## src/hw/rtl/md5sh_pkg.sv

```systemverilog
// ----------------------------------------------------------------------------
// md5sh_pkg
// Types, constants and round tables for the streaming MD5 block.
// ----------------------------------------------------------------------------
package md5sh_pkg;

  typedef logic [31:0] word_t;

  localparam word_t IV_A = 32'h67452301;
  localparam word_t IV_B = 32'hefcdab89;
  localparam word_t IV_C = 32'h98badcfe;
  localparam word_t IV_D = 32'h10325476;
  localparam word_t [3:0] CHAIN_IV = {IV_D, IV_C, IV_B, IV_A};

  localparam logic [7:0] PAD_MARK  = 8'h80;
  localparam logic [5:0] LEN_START = 6'd56;
  localparam logic [5:0] LAST_POS  = 6'd63;

  typedef enum logic [2:0] {
    ST_IDLE,
    ST_PAD,
    ST_LOAD,
    ST_ROUND,
    ST_ADD,
    ST_OUT
  } state_e;

  typedef enum logic [2:0] {
    PAD_NONE,
    PAD_80,
    PAD_ZERO,
    PAD_LEN,
    PAD_DONE
  } pad_e;

  // byte write into the message buffer
  typedef struct packed {
    logic       push;
    logic [5:0] idx;
    logic [7:0] data;
  } buf_wr_t;

  // round unit control
  typedef struct packed {
    logic load;
    logic step;
  } rnd_ctrl_t;

  // message word used by round i
  function automatic logic [3:0] msg_index(input logic [5:0] i);
    logic [3:0] t;
    logic [3:0] g;
    t = i[3:0];
    case (i[5:4])
      2'd0:    g = t;
      2'd1:    g = t * 4'd5 + 4'd1;
      2'd2:    g = t * 4'd3 + 4'd5;
      default: g = t * 4'd7;
    endcase
    return g;
  endfunction

  function automatic logic [4:0] rot_amount(input logic [5:0] i);
    logic [4:0] s;
    case ({i[5:4], i[1:0]})
      4'h0: s = 5'd7;   4'h1: s = 5'd12;  4'h2: s = 5'd17;  4'h3: s = 5'd22;
      4'h4: s = 5'd5;   4'h5: s = 5'd9;   4'h6: s = 5'd14;  4'h7: s = 5'd20;
      4'h8: s = 5'd4;   4'h9: s = 5'd11;  4'ha: s = 5'd16;  4'hb: s = 5'd23;
      4'hc: s = 5'd6;   4'hd: s = 5'd10;  4'he: s = 5'd15;  default: s = 5'd21;
    endcase
    return s;
  endfunction

  function automatic word_t round_const(input logic [5:0] i);
    word_t k;
    case (i)
      6'd0:  k = 32'hd76aa478;  6'd1:  k = 32'he8c7b756;
      6'd2:  k = 32'h242070db;  6'd3:  k = 32'hc1bdceee;
      6'd4:  k = 32'hf57c0faf;  6'd5:  k = 32'h4787c62a;
      6'd6:  k = 32'ha8304613;  6'd7:  k = 32'hfd469501;
      6'd8:  k = 32'h698098d8;  6'd9:  k = 32'h8b44f7af;
      6'd10: k = 32'hffff5bb1;  6'd11: k = 32'h895cd7be;
      6'd12: k = 32'h6b901122;  6'd13: k = 32'hfd987193;
      6'd14: k = 32'ha679438e;  6'd15: k = 32'h49b40821;
      6'd16: k = 32'hf61e2562;  6'd17: k = 32'hc040b340;
      6'd18: k = 32'h265e5a51;  6'd19: k = 32'he9b6c7aa;
      6'd20: k = 32'hd62f105d;  6'd21: k = 32'h02441453;
      6'd22: k = 32'hd8a1e681;  6'd23: k = 32'he7d3fbc8;
      6'd24: k = 32'h21e1cde6;  6'd25: k = 32'hc33707d6;
      6'd26: k = 32'hf4d50d87;  6'd27: k = 32'h455a14ed;
      6'd28: k = 32'ha9e3e905;  6'd29: k = 32'hfcefa3f8;
      6'd30: k = 32'h676f02d9;  6'd31: k = 32'h8d2a4c8a;
      6'd32: k = 32'hfffa3942;  6'd33: k = 32'h8771f681;
      6'd34: k = 32'h6d9d6122;  6'd35: k = 32'hfde5380c;
      6'd36: k = 32'ha4beea44;  6'd37: k = 32'h4bdecfa9;
      6'd38: k = 32'hf6bb4b60;  6'd39: k = 32'hbebfbc70;
      6'd40: k = 32'h289b7ec6;  6'd41: k = 32'heaa127fa;
      6'd42: k = 32'hd4ef3085;  6'd43: k = 32'h04881d05;
      6'd44: k = 32'hd9d4d039;  6'd45: k = 32'he6db99e5;
      6'd46: k = 32'h1fa27cf8;  6'd47: k = 32'hc4ac5665;
      6'd48: k = 32'hf4292244;  6'd49: k = 32'h432aff97;
      6'd50: k = 32'hab9423a7;  6'd51: k = 32'hfc93a039;
      6'd52: k = 32'h655b59c3;  6'd53: k = 32'h8f0ccc92;
      6'd54: k = 32'hffeff47d;  6'd55: k = 32'h85845dd1;
      6'd56: k = 32'h6fa87e4f;  6'd57: k = 32'hfe2ce6e0;
      6'd58: k = 32'ha3014314;  6'd59: k = 32'h4e0811a1;
      6'd60: k = 32'hf7537e82;  6'd61: k = 32'hbd3af235;
      6'd62: k = 32'h2ad7d2bb;  default: k = 32'heb86d391;
    endcase
    return k;
  endfunction

endpackage

```

## src/hw/rtl/md5_stream_hash.sv

```systemverilog
// ----------------------------------------------------------------------------
// md5_stream_hash
// Streaming MD5 digest: bytes in, four little-endian digest words out.
// ----------------------------------------------------------------------------
// A byte item is taken while the block is idle. The item that completes a 64-byte block
// holds the input through a setup state (ST_LOAD), 64 rounds in the single
// shared round unit and an add into the chaining words (ST_ADD). An end-of-message item
// then writes the padding and length one byte per cycle (9 to 72 bytes), runs one
// or two more compressions, and presents the digest words A, B, C, D
// one per cycle as the output side takes them. No new item is accepted until
// the fourth word has been transferred.
module md5_stream_hash (
  input  logic        clk_i,
  input  logic        rst_ni,
  input  logic        in_valid_i,
  output logic        in_stall_o,
  input  logic [7:0]  data_byte_i,
  input  logic        byte_valid_i,
  input  logic        end_of_message_i,
  output logic        out_valid_o,
  input  logic        out_stall_i,
  output logic [31:0] digest_word_o,
  output logic [1:0]  word_index_o,
  output logic        last_word_o
);
  import md5sh_pkg::*;

  state_e      state_q, state_d;
  pad_e        pad_q, pad_d;
  logic [5:0]  fill_q, fill_d;
  logic [63:0] bits_q, bits_d;
  word_t [3:0] chain_q, chain_d;
  logic [1:0]  oidx_q, oidx_d;

  buf_wr_t     wr;
  rnd_ctrl_t   rctl;
  logic [3:0]  raddr;
  word_t       mword;
  word_t [3:0] rwords;
  logic [5:0]  ridx;
  logic [5:0]  fill_nx;

  md5sh_msgbuf u_msgbuf (
    .clk_i   (clk_i),
    .wr_i    (wr),
    .raddr_i (raddr),
    .rdata_o (mword)
  );

  md5sh_round u_round (
    .clk_i   (clk_i),
    .rst_ni  (rst_ni),
    .ctrl_i  (rctl),
    .chain_i (chain_q),
    .m_i     (mword),
    .words_o (rwords),
    .idx_o   (ridx)
  );

  assign fill_nx = fill_q + 6'd1;

  always_comb begin
    state_d   = state_q;
    pad_d     = pad_q;
    bits_d    = bits_q;
    chain_d   = chain_q;
    oidx_d    = oidx_q;
    wr.push   = 1'b0;
    wr.idx    = fill_q;
    wr.data   = data_byte_i;
    rctl.load = 1'b0;
    rctl.step = 1'b0;
    raddr     = msg_index(ridx + 6'd1);

    case (state_q)
      ST_IDLE: begin
        if (in_valid_i) begin
          wr.push = byte_valid_i;
          if (byte_valid_i) begin
            bits_d = bits_q + 64'd8;
          end
          if (end_of_message_i) begin
            pad_d = PAD_80;
          end
          if (byte_valid_i && fill_q == LAST_POS) begin
            state_d = ST_LOAD;
          end else if (end_of_message_i) begin
            state_d = ST_PAD;
          end
        end
      end
      ST_PAD: begin
        wr.push = 1'b1;
        case (pad_q)
          PAD_80: begin
            wr.data = PAD_MARK;
            pad_d   = (fill_nx == LEN_START) ? PAD_LEN : PAD_ZERO;
          end
          PAD_ZERO: begin
            wr.data = 8'h00;
            if (fill_nx == LEN_START) begin
              pad_d = PAD_LEN;
            end
          end
          PAD_LEN: begin
            wr.data = bits_q[{fill_q[2:0], 3'b000} +: 8];
            if (fill_q == LAST_POS) begin
              pad_d = PAD_DONE;
            end
          end
          default: begin
            wr.push = 1'b0;
          end
        endcase
        if (fill_q == LAST_POS) begin
          state_d = ST_LOAD;
        end
      end
      ST_LOAD: begin
        rctl.load = 1'b1;
        raddr     = msg_index(6'd0);
        state_d   = ST_ROUND;
      end
      ST_ROUND: begin
        rctl.step = 1'b1;
        if (ridx == LAST_POS) begin
          state_d = ST_ADD;
        end
      end
      ST_ADD: begin
        for (int i = 0; i < 4; i++) begin
          chain_d[i] = chain_q[i] + rwords[i];
        end
        if (pad_q == PAD_DONE) begin
          state_d = ST_OUT;
        end else if (pad_q == PAD_NONE) begin
          state_d = ST_IDLE;
        end else begin
          state_d = ST_PAD;
        end
      end
      ST_OUT: begin
        if (!out_stall_i) begin
          oidx_d = oidx_q + 2'd1;
          if (oidx_q == 2'd3) begin
            chain_d = CHAIN_IV;
            bits_d  = '0;
            pad_d   = PAD_NONE;
            state_d = ST_IDLE;
          end
        end
      end
      default: begin
        state_d = ST_IDLE;
      end
    endcase
  end

  assign fill_d = wr.push ? fill_nx : fill_q;

  always_ff @(posedge clk_i or negedge rst_ni) begin
    if (!rst_ni) begin
      state_q <= ST_IDLE;
      pad_q   <= PAD_NONE;
      fill_q  <= '0;
      bits_q  <= '0;
      chain_q <= CHAIN_IV;
      oidx_q  <= '0;
    end else begin
      state_q <= state_d;
      pad_q   <= pad_d;
      fill_q  <= fill_d;
      bits_q  <= bits_d;
      chain_q <= chain_d;
      oidx_q  <= oidx_d;
    end
  end

  assign in_stall_o    = (state_q != ST_IDLE);
  assign out_valid_o   = (state_q == ST_OUT);
  assign digest_word_o = chain_q[oidx_q];
  assign word_index_o  = oidx_q;
  assign last_word_o   = (oidx_q == 2'd3);

endmodule

```

## src/hw/rtl/md5sh_msgbuf.sv

```systemverilog
// ----------------------------------------------------------------------------
// md5sh_msgbuf
// Block buffer: packs bytes little-endian into 16 words, registered read port.
// ----------------------------------------------------------------------------
module md5sh_msgbuf (
  input  logic               clk_i,
  input  md5sh_pkg::buf_wr_t wr_i,
  input  logic [3:0]         raddr_i,
  output md5sh_pkg::word_t   rdata_o
);
  import md5sh_pkg::*;

  word_t       mem [16];
  logic [23:0] asm_q;
  word_t       rdata_q;

  // lower three bytes wait in asm_q, the fourth completes the word
  always_ff @(posedge clk_i) begin
    if (wr_i.push) begin
      if (wr_i.idx[1:0] == 2'd3) begin
        mem[wr_i.idx[5:2]] <= {wr_i.data, asm_q};
      end else begin
        asm_q[{wr_i.idx[1:0], 3'b000} +: 8] <= wr_i.data;
      end
    end
  end

  always_ff @(posedge clk_i) begin
    rdata_q <= mem[raddr_i];
  end

  assign rdata_o = rdata_q;

endmodule

```

## src/hw/rtl/md5sh_round.sv

```systemverilog
// ----------------------------------------------------------------------------
// md5sh_round
// Shared round unit: one MD5 round per step on the a/b/c/d working words.
// ----------------------------------------------------------------------------
module md5sh_round (
  input  logic                   clk_i,
  input  logic                   rst_ni,
  input  md5sh_pkg::rnd_ctrl_t   ctrl_i,
  input  md5sh_pkg::word_t [3:0] chain_i,
  input  md5sh_pkg::word_t       m_i,
  output md5sh_pkg::word_t [3:0] words_o,
  output logic [5:0]             idx_o
);
  import md5sh_pkg::*;

  word_t [3:0] words_q, words_d;
  logic [5:0]  idx_q, idx_d;
  word_t       f, sum, rot;
  logic [4:0]  s;

  always_comb begin
    case (idx_q[5:4])
      2'd0:    f = (words_q[1] & words_q[2]) | (~words_q[1] & words_q[3]);
      2'd1:    f = (words_q[3] & words_q[1]) | (~words_q[3] & words_q[2]);
      2'd2:    f = words_q[1] ^ words_q[2] ^ words_q[3];
      default: f = words_q[2] ^ (words_q[1] | ~words_q[3]);
    endcase
    sum = words_q[0] + f + round_const(idx_q) + m_i;
    s   = rot_amount(idx_q);
    // s is never zero, so the right shift stays below 32
    rot = (sum << s) | (sum >> (6'd32 - {1'b0, s}));

    words_d = words_q;
    idx_d   = idx_q;
    if (ctrl_i.load) begin
      words_d = chain_i;
      idx_d   = '0;
    end else if (ctrl_i.step) begin
      words_d[0] = words_q[3];
      words_d[3] = words_q[2];
      words_d[2] = words_q[1];
      words_d[1] = words_q[1] + rot;
      idx_d      = idx_q + 6'd1;
    end
  end

  always_ff @(posedge clk_i or negedge rst_ni) begin
    if (!rst_ni) begin
      words_q <= '0;
      idx_q   <= '0;
    end else begin
      words_q <= words_d;
      idx_q   <= idx_d;
    end
  end

  assign words_o = words_q;
  assign idx_o   = idx_q;

endmodule

```

## config.mk

```make
export PLATFORM = sky130hd
export DESIGN_NAME = md5_stream_hash
export DESIGN_NICKNAME = d
export VERILOG_FILES = /design/src/hw/rtl/md5sh_pkg.sv /design/src/hw/rtl/md5_stream_hash.sv /design/src/hw/rtl/md5sh_msgbuf.sv /design/src/hw/rtl/md5sh_round.sv
export SDC_FILE = /design/constraint.sdc
export NUM_CORES = 2
export LEC_CHECK = 0
export BUFFER_PORTS_ARGS = -buffer_cell sky130_fd_sc_hd__clkbuf_2
export CORE_ASPECT_RATIO = 1.4
export CORE_MARGIN = 3
export CORE_UTILIZATION = 61
export DETAILED_ROUTE_END_ITERATION = 8
export HOLD_SLACK_MARGIN = 0.12
export PLACE_DENSITY = 0.85
export SKIP_CTS_REPAIR_TIMING = 1
export SLEW_MARGIN = 0
export SYNTH_ARGS = -nofsm -noshare
export SYNTH_HDL_FRONTEND = slang
export SYNTH_SLANG_ARGS = --single-unit
```

## constraint.sdc

```tcl
create_clock -name clk_i -period 24.4 [get_ports clk_i]
set_clock_uncertainty 0.15 [all_clocks]
set_input_delay 3.66 -clock clk_i [delete_from_list [all_inputs] [get_ports clk_i]]
set_output_delay 3.66 -clock clk_i [all_outputs]
set_load 0.01 [all_outputs]
```

# Yosys cells after proc, flatten, opt, wreduce, memory -nomap -nowiden
# Memories as Yosys holds them, arrays and structs flattened. A register that Yosys moved wholly into a read port is not among the register bits.
# Index checks and enable logic that the tools add are counted.
# Widths: inputs -> output; s select.
# word_totals
ff_bits	364
ramBits	512
mem_bits_ro	2128
input_bits	14
output_inout_bits	37
elab_cells	148
mem_count	3
# memory_table
memory	depth	word_bits	read_ports	rd_ports_with_merged_regs	write_ports	line	rtl
(name not given)	64	32	1	0	0	md5sh_pkg.sv:76	case (i)
u_msgbuf.mem	16	32	1	1	1	md5sh_msgbuf.sv:13	word_t mem [16];
(name not given)	16	5	1	0	0	md5sh_pkg.sv:65	case ({i[5:4], i[1:0]})
# op_classes
add_sub_neg	16
mul	3
order_cmp	1
eq_ne	29
shift	5
mux	44
bitwise	15
n_reduce_logical	17
# ops
op	count
$mux 128	4
$add 32x32->32	8
$mux 64	4
$pmux 128 s2	1
$and 32x32->32	4
$or 32x32->32	4
$pmux 64 s2	1
$pmux 32 s3	1
$xor 32x32->32	3
$add 64x4->64 const B	1
$bmux 32 s2	1
$not 32->32	2
$shiftx 64x7->8	1
$mux 3	11
$mux 32	1
$shl 32x5->32	1
$shr 32x6->32	1
$bwmux 24	1
$pmux 8 s3	1
$shift 8x7->24 const A	1
$shiftx 8x7->24	1
$eq 6x6->1 const B	3
$pmux 3 s3	2
$pmux 3 s6	1
36 further kinds	71

# Longest topological paths before layout
# depth
ltp_word	12
mapped_depth	44
depth_no_buf	41

# Cells and area by module
# From an unflattened synthesis, not the netlist that was laid out.
# hier_totals
cells_unflattened	5240
hier_area_um2	56038.7
# by_module_without_submodules
module	n_inst	cells_each	area_each_um2	seq_area_each_um2
md5sh_msgbuf	1	902	20851.2	16736.1
md5sh_round	1	2526	18916.9	3353.2
md5_stream_hash	1	1812	16270.6	5159.9

# Least setup slack after synthesis
# OpenSTA, ideal clock, no wires.
# synth_path
path_kind	register to register
start	reg u_round.idx_q[0], in the netlist u_round.idx_o[0]
end	reg u_round.words_q (netlist bit u_round.words_o[62])
arrival_ns	9.290
required_time_ns	24.185
slack_ns	14.895
stages_incl_launch_ff	42
cell_sequence	dfrtp_1 > inv_1 > clkbuf_1 > ha_1 > clkbuf_1 > nand2_1 > clkbuf_1 > nand3b_1 > o21ai_0 > mux4_2 > fa_1 > inv_1 > fa_1 > inv_1 > ha_1 > clkbuf_1 > and4_1 > a211oi_1 > (+6 left out) > mux2i_4 > o21a_2 > mux2i_1 > a221o_1 > ha_1 > fa_1 > a21o_1 > a21o_1 > a21oi_1 > o31ai_1 > a311oi_1 > o21ai_0 > a211oi_1 > o21bai_1 > a21oi_1 > o21ai_0 > nor4b_1 > a211o_1
# synth_between
elab_chain_cells	8
# synth_lines
element	line	rtl
start, declared	md5sh_round.sv:17	logic [5:0] idx_q, idx_d;
start signal, assigned	md5sh_round.sv:53	idx_q <= idx_d;
$mem_v2 64x32	--	
$add 32x32->32 (2 in series)	md5sh_round.sv:28	sum = words_q[0] + f + round_const(idx_q) + m_i;
$shr 32x6->32 or $shl 32x5->32 (tied branches)	md5sh_round.sv:31	rot = (sum << s) | (sum >> (6'd32 - {1'b0, s}));
$or 32x32->32 (*)	md5sh_round.sv:31	
$add 32x32->32 (*)	md5sh_round.sv:42	words_d[1] = words_q[1] + rot;
$mux 128 (*)	md5sh_round.sv:38	end else if (ctrl_i.step) begin
$mux 128 (*)	md5sh_round.sv:35	if (ctrl_i.load) begin
end signal, assigned	md5sh_round.sv:52	words_q <= words_d;
end, declared	md5sh_round.sv:16	word_t [3:0] words_q, words_d;
# Mark *: on every way between the ends. The rest lies on a longest branch, timed or not. The select of a mux whose other input is x is not followed.
# A chain may end at the register's enable or synchronous reset.

# Worst setup path after layout
# layout_path
start	reg u_round.idx_q[0], in the netlist u_round.idx_o[0]
end	reg u_round.words_q (netlist bit u_round.words_o[60])
# Same word-level chain as after synthesis.

==> summary.txt <==
Busiest grt layer: met2
Chip width: 264 um
Final Net Count: 6107
Synth area leaders: edfxtp_1 (28%), dfrtp_1 (12%), nand2_1 (5.2%)
Startpoint Class: register
Hold Slack: 0.348 ns
R2R Path End: u_round.words_o[60]$_DFFE_PN0P_
Reg2reg path depth: 39
Vias: 48.0k
Global Route met2 Usage: 62.1%
DR iter-0 viols: 5576
Simple-Gate Fraction of Synth Area: 13.9%
Largest family of logic cells by synthesized area: compound AO/OA/AOI/OAI gates
Gr usage total: 37.0%
Adder-cell area share of the yosys netlist: 7.23%
Worst path slowest cell: ha_1
Share of the synthesized area in the top cell type: 28.3%
Met3 usage: 7.70%
Synth Net Count: 6255
Async set or reset register ratio after synthesis: 37.2%
Starting density of the core: 62.0%
EDFF count, synth: 536
First-pass GRT wire length: 276000 um
Core area: 0.0918 mm^2
Pin count of the biggest net entering global routing: 205
Min Tclk post-route: 11.70 ns
Final WL: 184000 um
Syn Inst Count: 5954
# H-tree levels: 3
RSZ-0062 raised after global routing: false
Vias in the first global route: 46.6k
Hold path endpoint: word_index_o[0]$_DFFE_PN0P_
Post-synthesis xor/xnor area fraction: 4.39%
Buffers on Ports: 50
I/O Pins: 51
CP max stage delay: 1.01 ns
Root buffer cell: clkbuf_16
LEAKAGE: 0.0240 uW
Hold Violations, Final: 0
Commonest non-fill, non-tap cell in the layout: nand2_1
Worst r2r src: u_round.idx_o[0]$_DFFE_PN0P_
Leading cell types in the layout, fill and taps excluded: nand2_1 (790), edfxtp_1 (536), o21ai_0 (481)
Layout cell share with drive strength beyond 1: 8.07%
CTS sink count: 905
Period utilization: 48.0%
Endpoints failing setup: 0
Cell taking the most area after synthesis: edfxtp_1
Top_reg_cell synth: edfxtp_1
Worst-case clock buffer depth: 3
Worst path required time: 24.78 ns
Maximum clock rate: 0.0854 GHz
CTS tree: yes
Critical Path AT: 12.08 ns
Slew Limit Fails: 0
Clock transition at the registers of the reported paths: 0.06 ns
Hold/Removal Path Class: register to register
Placer Congestion: 1.06
Setup slack, reg-to-reg: 12.70 ns
Peak ir drop on the vdd network: 73.2 uV
M1 GR Usage: 40.7%
Synth Area in Compound Gates: 19.7%
Filler cells: 6883
Slew margin rel.: 3.07%
Detailed Place HPWL: 124000 um
Final TNS setup: 0 ns
Area growth from synthesis to layout: 7.19%
Hold Crit Depth: 1
Grt ovf: 0
Max-Cap Viols: 0
Setup crit end kind: register
Synth warn: 0
CP Class: register to register
Die area: 0.0970 mm^2
Drt via density: 6.78
Seq/Total Area, Yosys: 44.4%
DRC Markers: 0
Routed len/inst: 26.0 um
Mux cell area share after synthesis: 6.08%
Row count: 131
TritonCTS buffer count: 84
Worst-Margin Slew: 1.44 ns
Run status: complete, no violations
DRT Pass-1 Iters: 8
Worst min-delay path startpoint: word_index_o[0]$_DFFE_PN0P_
Antenna-violating nets left: 0
Yosys cell types: 92
Antenna violations before repair: 4
Die Y: 367 um
CP max FO: 28
Netlist Area Pre-Place: 0.0569 mm^2
Synthesized area per cell: 9.55 um^2
Register bit count reported by yosys: 905
PwrDens: 49.1 mW/mm^2
Skew-Pair Late Insertion Delay: 0.71 ns
metrics by stage:
step	std cells	setup WS, ns	power [uW]	instance area [um^2]	util [%]
floorplan	5954	14.90	1650	56900	-
global placement	6917	13.40	1670	58200	63.4
detailed placement	6917	13.08	1670	58200	63.4
CTS	7071	13.03	3000	61000	66.4
global route	7071	12.16	3060	61000	66.4
finish	7073	12.70	2990	61000	66.4
per-layer routing:
layer | routed length, um | part of all wire (%)
met5 | 27 | 0.015
met3 | 15900 | 8.7
met2 | 89500 | 49
met4 | 17100 | 9.3
met1 | 61300 | 33
critical path, delay by kind of cell, from the launching register on:
family / cells / cell delay [ns]
adders and majority gates: 6 / 2.83
buffers and inverters: 4 / 0.79
DFF: 1 / 0.33
AOI/OAI and AO/OA: 20 / 5.66
xor gates and xnor gates: 1 / 0.15
muxes: 2 / 0.30
and+or+nand+nor: 6 / 1.31
worst max-delay path by stage:
| stage | slack [ns] | end | startpoint |
|---|---|---|---|
| 2_1_floorplan | 14.90 | u_round.words_o[62]$_DFFE_PN0P_ | u_round.idx_o[0]$_DFFE_PN0P_ |
| 4_1_cts | 13.03 | u_round.words_o[60]$_DFFE_PN0P_ | u_round.idx_o[0]$_DFFE_PN0P_ |
| 3_5_place_dp | 13.08 | u_round.words_o[60]$_DFFE_PN0P_ | u_round.idx_o[0]$_DFFE_PN0P_ |
| 6_report | 12.70 | u_round.words_o[60]$_DFFE_PN0P_ | u_round.idx_o[0]$_DFFE_PN0P_ |
| 5_1_grt | 12.16 | u_round.words_o[60]$_DFFE_PN0P_ | u_round.idx_o[0]$_DFFE_PN0P_ |
| 3_3_place_gp | 13.40 | u_round.words_o[62]$_DFFE_PN0P_ | u_round.idx_o[0]$_DFFE_PN0P_ |
power breakdown:
part           internal (uW)  switching, uW  total, uW  leakage [uW]
logic                   5.59           21.1       26.7        0.0143
registers               1610         0.0965       1610       0.00834
clock network            742            613       1350       0.00135
area by class of cell:
type                       count  area, um^2  area share, %
inverter                     274        1030           1.69
clock inverter                51         574          0.942
tap                         1197        1500           2.46
sequential                   905       25300           41.5
antenna                        2        5.00        0.00821
clock buffer                 103        2220           3.65
timing repair buffer         134         916           1.50
multi-input combinational   4407       29400           48.3
synthesized netlist by cell type, types with 27 or more instances:
cell and count:
ha_1 219, nand3_1 129, o21a_1 37, nand4_1 27, mux4_2 64, xor2_1 132
o21ai_0 487, o21bai_1 27, a211oi_1 220, and3_1 33, nor2b_1 34, a21oi_1 464
o211ai_1 32, fa_1 68, a21o_1 85, buf_1 43, nand2_1 791, mux2i_1 184
and2_1 148, xnor2_1 151, dfxtp_1 32, nor2_1 407, dfstp_2 64, a311oi_1 84
edfxtp_1 536, a31oi_1 146, clkbuf_1 311, inv_1 270, dfrtp_1 273, nor3_1 102
nand2b_1 34
kinds of logic after synthesis:
family / Yosys count
simple gates: 1783
xor+xnor: 284
fa+ha+maj: 288
buf+inv: 642
flops: 905
compound gates: 1790
mux: 262
state kept, by name (all words and copies together) (netlist names):
name	cells
u_msgbuf.mem	512
chain_q	128
u_round.words_o	128
bits_q	61
u_msgbuf.rdata_o	32
u_msgbuf.asm_q	24
fill_q	6
u_round.idx_o	6
pad_q	3
state_q	3
word_index_o	2
No activity file was read; power rests on OpenSTA's default activity.
